===== src/rtl/graph_dfs_preorder_top_macros.svh =====
// Assertion macros shared by the depth-first walk RTL.
// Each macro expects i_clk and i_rst_n in the scope where it is used.
`ifndef GRAPH_DFS_PREORDER_TOP_MACROS_SVH
`define GRAPH_DFS_PREORDER_TOP_MACROS_SVH

// Consequent must hold in the same cycle as the antecedent.
`define GDP_ASSERT_NOW(lbl, ante, cons, msg) \
    lbl: assert property (@(posedge i_clk) disable iff (!i_rst_n) (ante) |-> (cons)) \
        else $error(msg);

// Consequent must hold in the cycle after the antecedent.
`define GDP_ASSERT_NEXT(lbl, ante, cons, msg) \
    lbl: assert property (@(posedge i_clk) disable iff (!i_rst_n) (ante) |=> (cons)) \
        else $error(msg);

`endif


===== src/rtl/gdp_pkg.sv =====
// Shared constants and controller/datapath interface types for the depth-first walk.
// No dependencies.
package gdp_pkg;

    localparam int VTX_W            = 6;
    localparam int VCOUNT_W         = 7;
    localparam int WEIGHT_W         = 32;
    localparam int MAX_VERTICES_DEF = 64;

    localparam logic [VCOUNT_W-1:0] VCOUNT_RESET = 7'd64;
    localparam logic [WEIGHT_W-1:0] NO_EDGE_MARK = 32'h3f3f3f3f;

    localparam logic OP_LOAD = 1'b0;
    localparam logic OP_RUN  = 1'b1;

    // Commands from the controller to the datapath.
    typedef struct packed {
        logic load;
        logic clear_visited;
        logic start_walk;
        logic push;
        logic pop;
        logic emit_bad;
        logic flush;
    } t_cmd;

    // Status from the datapath to the controller.
    typedef struct packed {
        logic found;
        logic depth_is_one;
        logic out_free;
        logic bad_start;
    } t_status;

endpackage


===== src/rtl/gdp_ctrl.sv =====
// Controller state machine for the depth-first walk: input handshake and step sequencing.
// Depends on gdp_pkg and graph_dfs_preorder_top_macros.svh.
`include "graph_dfs_preorder_top_macros.svh"

module gdp_ctrl import gdp_pkg::*; (
    input  logic    i_clk,
    input  logic    i_rst_n,
    input  logic    i_in_valid,
    input  logic    i_operation,
    input  t_status i_status,
    output logic    o_in_stall,
    output t_cmd    o_cmd
);

    typedef enum logic [6:0] {
        S_IDLE  = 7'b0000001,
        S_BAD   = 7'b0000010,
        S_TOP   = 7'b0000100,
        S_ROW   = 7'b0001000,
        S_CAND  = 7'b0010000,
        S_PICK  = 7'b0100000,
        S_FLUSH = 7'b1000000
    } t_state;

    t_state r_state;
    t_state n_state;

    logic in_take;

    assign o_in_stall = (r_state != S_IDLE);
    assign in_take    = i_in_valid && (r_state == S_IDLE);

    always_comb begin
        n_state = r_state;
        o_cmd   = '0;
        unique case (r_state)
            S_IDLE: begin
                if (in_take) begin
                    if (i_operation == OP_LOAD) begin
                        o_cmd.load = 1'b1;
                    end else if (i_status.bad_start) begin
                        o_cmd.clear_visited = 1'b1;
                        n_state             = S_BAD;
                    end else begin
                        o_cmd.start_walk = 1'b1;
                        n_state          = S_TOP;
                    end
                end
            end
            S_BAD: begin
                if (i_status.out_free) begin
                    o_cmd.emit_bad = 1'b1;
                    n_state        = S_IDLE;
                end
            end
            S_TOP:  n_state = S_ROW;
            S_ROW:  n_state = S_CAND;
            S_CAND: n_state = S_PICK;
            S_PICK: begin
                if (i_status.found) begin
                    if (i_status.out_free) begin
                        o_cmd.push = 1'b1;
                        n_state    = S_TOP;
                    end
                end else begin
                    o_cmd.pop = 1'b1;
                    n_state   = i_status.depth_is_one ? S_FLUSH : S_TOP;
                end
            end
            S_FLUSH: begin
                if (i_status.out_free) begin
                    o_cmd.flush = 1'b1;
                    n_state     = S_IDLE;
                end
            end
            default: n_state = S_IDLE;
        endcase
    end

    always_ff @(posedge i_clk) begin
        if (!i_rst_n) begin
            r_state <= S_IDLE;
        end else begin
            r_state <= n_state;
        end
    end

    `GDP_ASSERT_NEXT(a_pick_waits, (r_state == S_PICK) && i_status.found && !i_status.out_free, r_state == S_PICK, "walk left pick while result was blocked")

endmodule


===== config.mk =====
export PLATFORM = sky130hd
export DESIGN_NAME = gdp_ctrl
export DESIGN_NICKNAME = d
export VERILOG_FILES = /design/src/rtl/gdp_pkg.sv /design/src/rtl/gdp_ctrl.sv
export VERILOG_INCLUDE_DIRS = /design/src /design/src/rtl
export SDC_FILE = /design/constraint.sdc
export NUM_CORES = 1
export LEC_CHECK = 0
export BUFFER_PORTS_ARGS = -buffer_cell sky130_fd_sc_hd__buf_2
export CELL_PAD_IN_SITES_DETAIL_PLACEMENT = 1
export CELL_PAD_IN_SITES_GLOBAL_PLACEMENT = 1
export CORE_MARGIN = 1
export CORE_UTILIZATION = 36
export DETAILED_ROUTE_END_ITERATION = 8
export GPL_TIMING_DRIVEN = 0
export HOLD_SLACK_MARGIN = 0.08
export PLACE_DENSITY_LB_ADDON = 0.12
export SYNTH_ARGS = -nofsm -noshare
export SYNTH_HDL_FRONTEND = slang
export SYNTH_SLANG_ARGS = --single-unit

===== constraint.sdc =====
create_clock -name i_clk -period 4.01 [get_ports i_clk]
set_input_delay 0.802 -clock i_clk [delete_from_list [all_inputs] [get_ports i_clk]]
set_output_delay 0.802 -clock i_clk [all_outputs]
set_load 0.05 [all_outputs]

==> results of run 1 <==
[logic make-up (layout without fill, tap and decap cells)]
| kind of cell | count (synthesis) | count (layout) | share of synthesized area |
|---|---|---|---|
| DFF | 7 | 7 | 0.298 |
| xor gates and xnor gates | 3 | 3 | 0.0559 |
| buffers and inverters | 1 | 20 | 0.00797 |
| AOI/OAI and AO/OA | 11 | 11 | 0.168 |
| and+or+nand+nor | 33 | 33 | 0.471 |
[cell usage in the layout (no fill, tap or decap), types with 2 or more instances in the layout]
cell	count
nor3_2	2
clkbuf_4	3
nand3_1	4
o21a_1	2
nand2_1	4
buf_2	15
xor2_1	3
nor2_1	7
dfxtp_1	7
nor3b_1	5
a21oi_1	2
nor2b_1	2
[per-layer routing]
layer	part of all wire	global-route usage
met1	0.46	0.251
met3	0.051	0.0407
met2	0.46	0.309
met5	0	0
met4	0.029	0.134
[report_power, final]
group	switching [mW]	internal [mW]
Combinational	0.0371	0.0181
Clock	0.0310	0.0367
Sequential	0.00523	0.0723
Total	0.0733	0.127
[critical path, stage by stage, from the launching register on]
cell and delay, ps:
dfxtp_1 360, nor3_2 410, nand4b_2 260, nor3b_1 250
buf_2 300
[per-stage QoR]
step	hold WS (ps)	utilization	power (mW)	instance area, µm²
floorplan	484	-	0.118	470
global placement	521	0.487	0.133	563
detailed placement	527	0.487	0.134	563
CTS	537	0.511	0.202	591
global route	575	0.511	0.209	591
finish	548	0.511	0.200	591
[layout make-up]
type	count	area, µm²
clock buffers	3	22.5
inverters	1	3.75
fillers	149	566
flip-flops and latches	7	140
repair buffers	15	75.1
clock inverters	1	5.00
multi-input cells	47	327
well taps	14	17.5
[how the worst min path moves through the flow]
| stage | from | end | slack (ps) | cells past startpoint |
|---|---|---|---|---|
| after floorplan | r_state[2]$_SDFFE_PN0P_ | r_state[4]$_SDFFE_PN0P_ | 480 | 1 |
| after global placement | r_state[2]$_SDFFE_PN0P_ | r_state[4]$_SDFFE_PN0P_ | 520 | 1 |
| after detailed placement | r_state[2]$_SDFFE_PN0P_ | r_state[4]$_SDFFE_PN0P_ | 530 | 1 |
| after CTS | r_state[2]$_SDFFE_PN0P_ | r_state[4]$_SDFFE_PN0P_ | 540 | 1 |
| after global routing | r_state[2]$_SDFFE_PN0P_ | r_state[4]$_SDFFE_PN0P_ | 580 | 1 |
| final | r_state[2]$_SDFFE_PN0P_ | r_state[4]$_SDFFE_PN0P_ | 550 | 1 |
==> results.cfg, run 1 <==
[critical_path]
cp-endpoint = o_cmd[6]
reg2reg_to = r_state[0]$_SDFFE_PN1P_
rrSetupSlack_ps = 2510
crit_fanout = 6
worstSetupEndpointType = output pin
path_class = flip-flop to output pin
crit_start = r_state[2]$_SDFFE_PN0P_
cp-start-kind = flip-flop
cp.arrival_ps = 1860
worstPathRequired_ps = 3210
ff2ff_path_depth = 4
r2r-start = r_state[2]$_SDFFE_PN0P_

[yosys]
synthArstFlopShare = 0
synth_area_um2 = 470
syn_inst = 55
yosysSeqAreaShare = 0.298
synth_top_area_cell = dfxtp_1
synth_cell_type_count = 27
synth.area.top_cells = dfxtp_1 30%, nor3b_1 8.0%, nor2_1 5.6%
ys.warnings.count = 0
synth_common_cells = 7 x dfxtp_1, 7 x nor2_1, 5 x nor3b_1
synth_seq_cells = 7
postSynthAreaPerCell_um2 = 8.55
synthesis.nets = 63
synth_edf_count = 0
yosys.area.top_type_share = 0.298
ys.flop_type = dfxtp_1

[min_path]
hold_path.class = flip-flop to flip-flop

[sta]
hold_viol = 0
min_period_ps = 2660
finalCritPeriodShare = 0.663
tightest_slew_ps = 423
tns_ps = 0
setup_viol = 0
rsz0062_at_grt = no
slew_violations = 0
slew_headroom = 0.717
worst_slack_ps = 1350
clock_skew_ps = 10.3
fmax_mhz = 376

[placement]
portBuffers = 15
dp_hpwl_um = 907
dp_cells = 84
gp_congestion = 0.706
place_ws_ps = 1640

[routing]
postRouteAntennaNets = 0
drt_iter0_drc = 3
dr.pass1.iters = 3
vias_per_cell = 5.36
wl_um = 1160
drc = 0
wire_per_inst_um = 13.2
vias = 472

[final_layout]
biggestRegsByFlops = r_state: 7 flops
layoutNonFillerInstCount = 88
drive_gt1_frac = 0.338
largest_reg_flops = 7
top_register = r_state
area.growth.synth_to_final_pct = 25.5
nets = 83
diodes = 0

[floorplan]
die_h_um = 38.2
core_um2 = 1160
std_cell_rows = 12
initial_core_util = 0.407
die_w_um = 38.2
io_pins = 16
die-area_um2 = 1460

[global_route]
grt_max_degree = 8
grt_pass1_vias = 428
antenna_found_initial = 0
grt_first_pass_wirelength_um = 1960
grt_overflow_total = 0
grt.total_usage = 0.201

[power]
leakagePower_nw = 0.240
powerDensity_nw_per_um2 = 339
ir_worst_vdd_mv = 0.191

[clock_network]
clk_pin_slew_ps = 60
htreeDepth = 1
clock-root-buffer = clkbuf_4
post_cts_resize_count = 0
clk_latency_ps = 270
cts_setup_buffers = 0
cts_buffers = 3
clock_sinks = 7
cts_tree = yes
ctsHoldBuffers = 0
clockBufferDepth = 2

[run_status]
outcome = complete, no violations

[flow_run]
maxCapViolCount = 0
(Power assumes the default switching activity.)
==> inputs of run 2 (changes only) <==
CORE_UTILIZATION = 30   (was 36)
clock period = 2.2 ns   (was 4.01 ns; I/O delays follow)
==> run 2 against run 1 <==
Register-to-register slack lost 1800 ps. Hold slack got worse by 80 ps. Wire length shrank 0.34%.
==> results.cfg, run 2 (synthesized netlist as in run 1, its figures left out) <==
[placement]
portBuffers = 15
dp_cells = 85
place_ws_ps = 213
dpl-instance-area_um2 = 603
gp_congestion = 0.748
dp_hpwl_um = 906

[clock_network]
clk_latency_ps = 250
clock-root-buffer = clkbuf_4
htreeDepth = 1
cts_tree = yes
cts_buffers = 3
clk_pin_slew_ps = 50
clockBufferDepth = 2
clock_sinks = 7

[sta]
tightest_slew_ps = 335
slew_violations = 0
slew_headroom = 0.777
setup_viol = 0
worst_slack_ps = 74.8
hold_viol = 0
fmax_mhz = 471
clock_skew_ps = 0.174
min_period_ps = 2130
finalCritPeriodShare = 0.966

[routing]
drt_iter0_drc = 5
vias_per_cell = 5.20
wl_met3_um = 37
postRouteAntennaNets = 0
wl_um = 1160
wire_per_inst_um = 12.7
drc = 0
routed.top_layer = met3
vias = 473
wl_met2_um = 550
wl_met1_um = 570
dr.pass1.iters = 3

[power]
leakagePower_nw = 0.259
swShare = 0.351
power_frac_seq = 0.378
ir_worst_vdd_mv = 0.218
p_sw_mw = 0.132
p_comb_frac = 0.315
powerDensity_nw_per_um2 = 573
internal-power_mw = 0.245
power.share.clock = 0.307

[global_route]
grt_first_pass_wirelength_um = 2050
grt_overflow_total = 0
antenna_found_initial = 0
grt_pass1_vias = 483
grt.total_usage = 0.152
grt_max_degree = 8

[final_layout]
drive_gt1_frac = 0.395
top_register = r_state
area.growth.synth_to_final_pct = 39.9
final_core_util = 0.476
largest_reg_flops = 7
biggestRegsByFlops = r_state: 7 flops
final_area_um2 = 658
diodes = 0
final_common_cell = buf_2
n_fill_cell = 174
nets = 85
layoutNonFillerInstCount = 91
layout_common_cells = 12 x buf_2, 7 x dfxtp_1, 6 x nor2_1, 6 x clkbuf_4

[min_path]
hold_path_startpoint = i_rst_n
whs_path_depth = 2
hold_path.class = input pin to flip-flop
whs_endpoint = r_state[1]$_SDFFE_PN0P_

[floorplan]
std_cell_rows = 13
die_h_um = 41.6
die_w_um = 41.6
io_pins = 16
die-area_um2 = 1730
core_um2 = 1380
initial_core_util = 0.340

[critical_path]
path_class = flip-flop to output pin
slowest_stage = dfxtp_1
cp.arrival_ps = 1690
r2r-start = r_state[5]$_SDFFE_PN0P_
critical-path-top-delay-family = simple AND/OR/NAND/NOR gates
cp_cell_sequence = nor3_4, nand4b_4, nor3b_4, buf_2
reg2reg_to = r_state[5]$_SDFFE_PN0P_
rrSetupSlack_ps = 700
ff2ff_path_depth = 5
worstPathRequired_ps = 1760
crit_buf_inv = 1
worstSetupEndpointType = output pin
crit_fanout = 7
cpPeakStageDelay_ps = 400
cp-start-kind = flip-flop

[run_status]
outcome = complete, no violations

[flow_run]
maxCapViolCount = 0
run 2: cell count changes in the layout (fill, tap and decap cells not counted), sizes merged:
| cell | delta |
|---|---|
| clkbuf | +4 |
| buf | -1 |
| clkinv | -1 |
run 2: area by class of cell:
cell class	count	area, µm²	share of cell area
tap	15	18.8	0.0285
multi-input combinational	47	372	0.565
timing repair buffer	17	97.6	0.148
inverter	1	3.75	0.00570
sequential	7	140	0.213
clock buffer	4	26.3	0.0399
run 2: how the worst max path moves through the flow:
stage / from / end / cells after the start
6_report: r_state[5]$_SDFFE_PN0P_ / o_cmd[4] / 4
5_1_grt: r_state[5]$_SDFFE_PN0P_ / o_cmd[4] / 4
4_1_cts: r_state[2]$_SDFFE_PN0P_ / o_cmd[4] / 4
3_5_place_dp: r_state[2]$_SDFFE_PN0P_ / o_cmd[4] / 4
3_3_place_gp: r_state[2]$_SDFFE_PN0P_ / o_cmd[4] / 4
2_1_floorplan: r_state[2]$_SDFFE_PN0P_ / o_cmd[4] / 3
run 2: metrics by stage:
| step | hold WS, ps | setup TNS, ps | total power, mW |
|---|---|---|---|
| floorplan | 484 | 0 | 0.228 |
| global route | 469 | -12.4 | 0.404 |
| global placement | 522 | 0 | 0.256 |
| finish | 467 | 0 | 0.377 |
| CTS | 463 | 0 | 0.379 |
| detailed placement | 520 | 0 | 0.258 |
run 2: power by group through the flow:
stage	logic [mW]	registers, mW	clock network, mW
floorplan	0.0854	0.143	0
global placement	0.112	0.145	0
detailed placement	0.113	0.145	0
CTS	0.115	0.142	0.121
global route	0.128	0.143	0.133
finish	0.119	0.143	0.116
run 2: what timing repair did:
item / CTS / global route
setup endpoints to repair: 3 / 3
hold endpoints to repair: 0 / 0
buffers inserted: 0 / 2
pin swaps: 0 / 1
gates resized for setup: 1 / 3
hold buffers: 0 / 0
run 2: layer usage:
| layer | vias to the layer above | GRT usage |
|---|---|---|
| met5 | - | 0 |
| met4 | 0 | 0.0903 |
| met3 | 0 | 0.0261 |
| met2 | 12 | 0.244 |
| met1 | 218 | 0.190 |
| li1 | 243 | - |
run 2: worst register-to-register path, delay by kind of cell (launching register included):
family | cells | cell delay [ps]
flip-flops | 1 | 400
buffers and inverters | 1 | 180
AO/OA/AOI/OAI | 2 | 420
AND/OR/NAND/NOR | 2 | 430
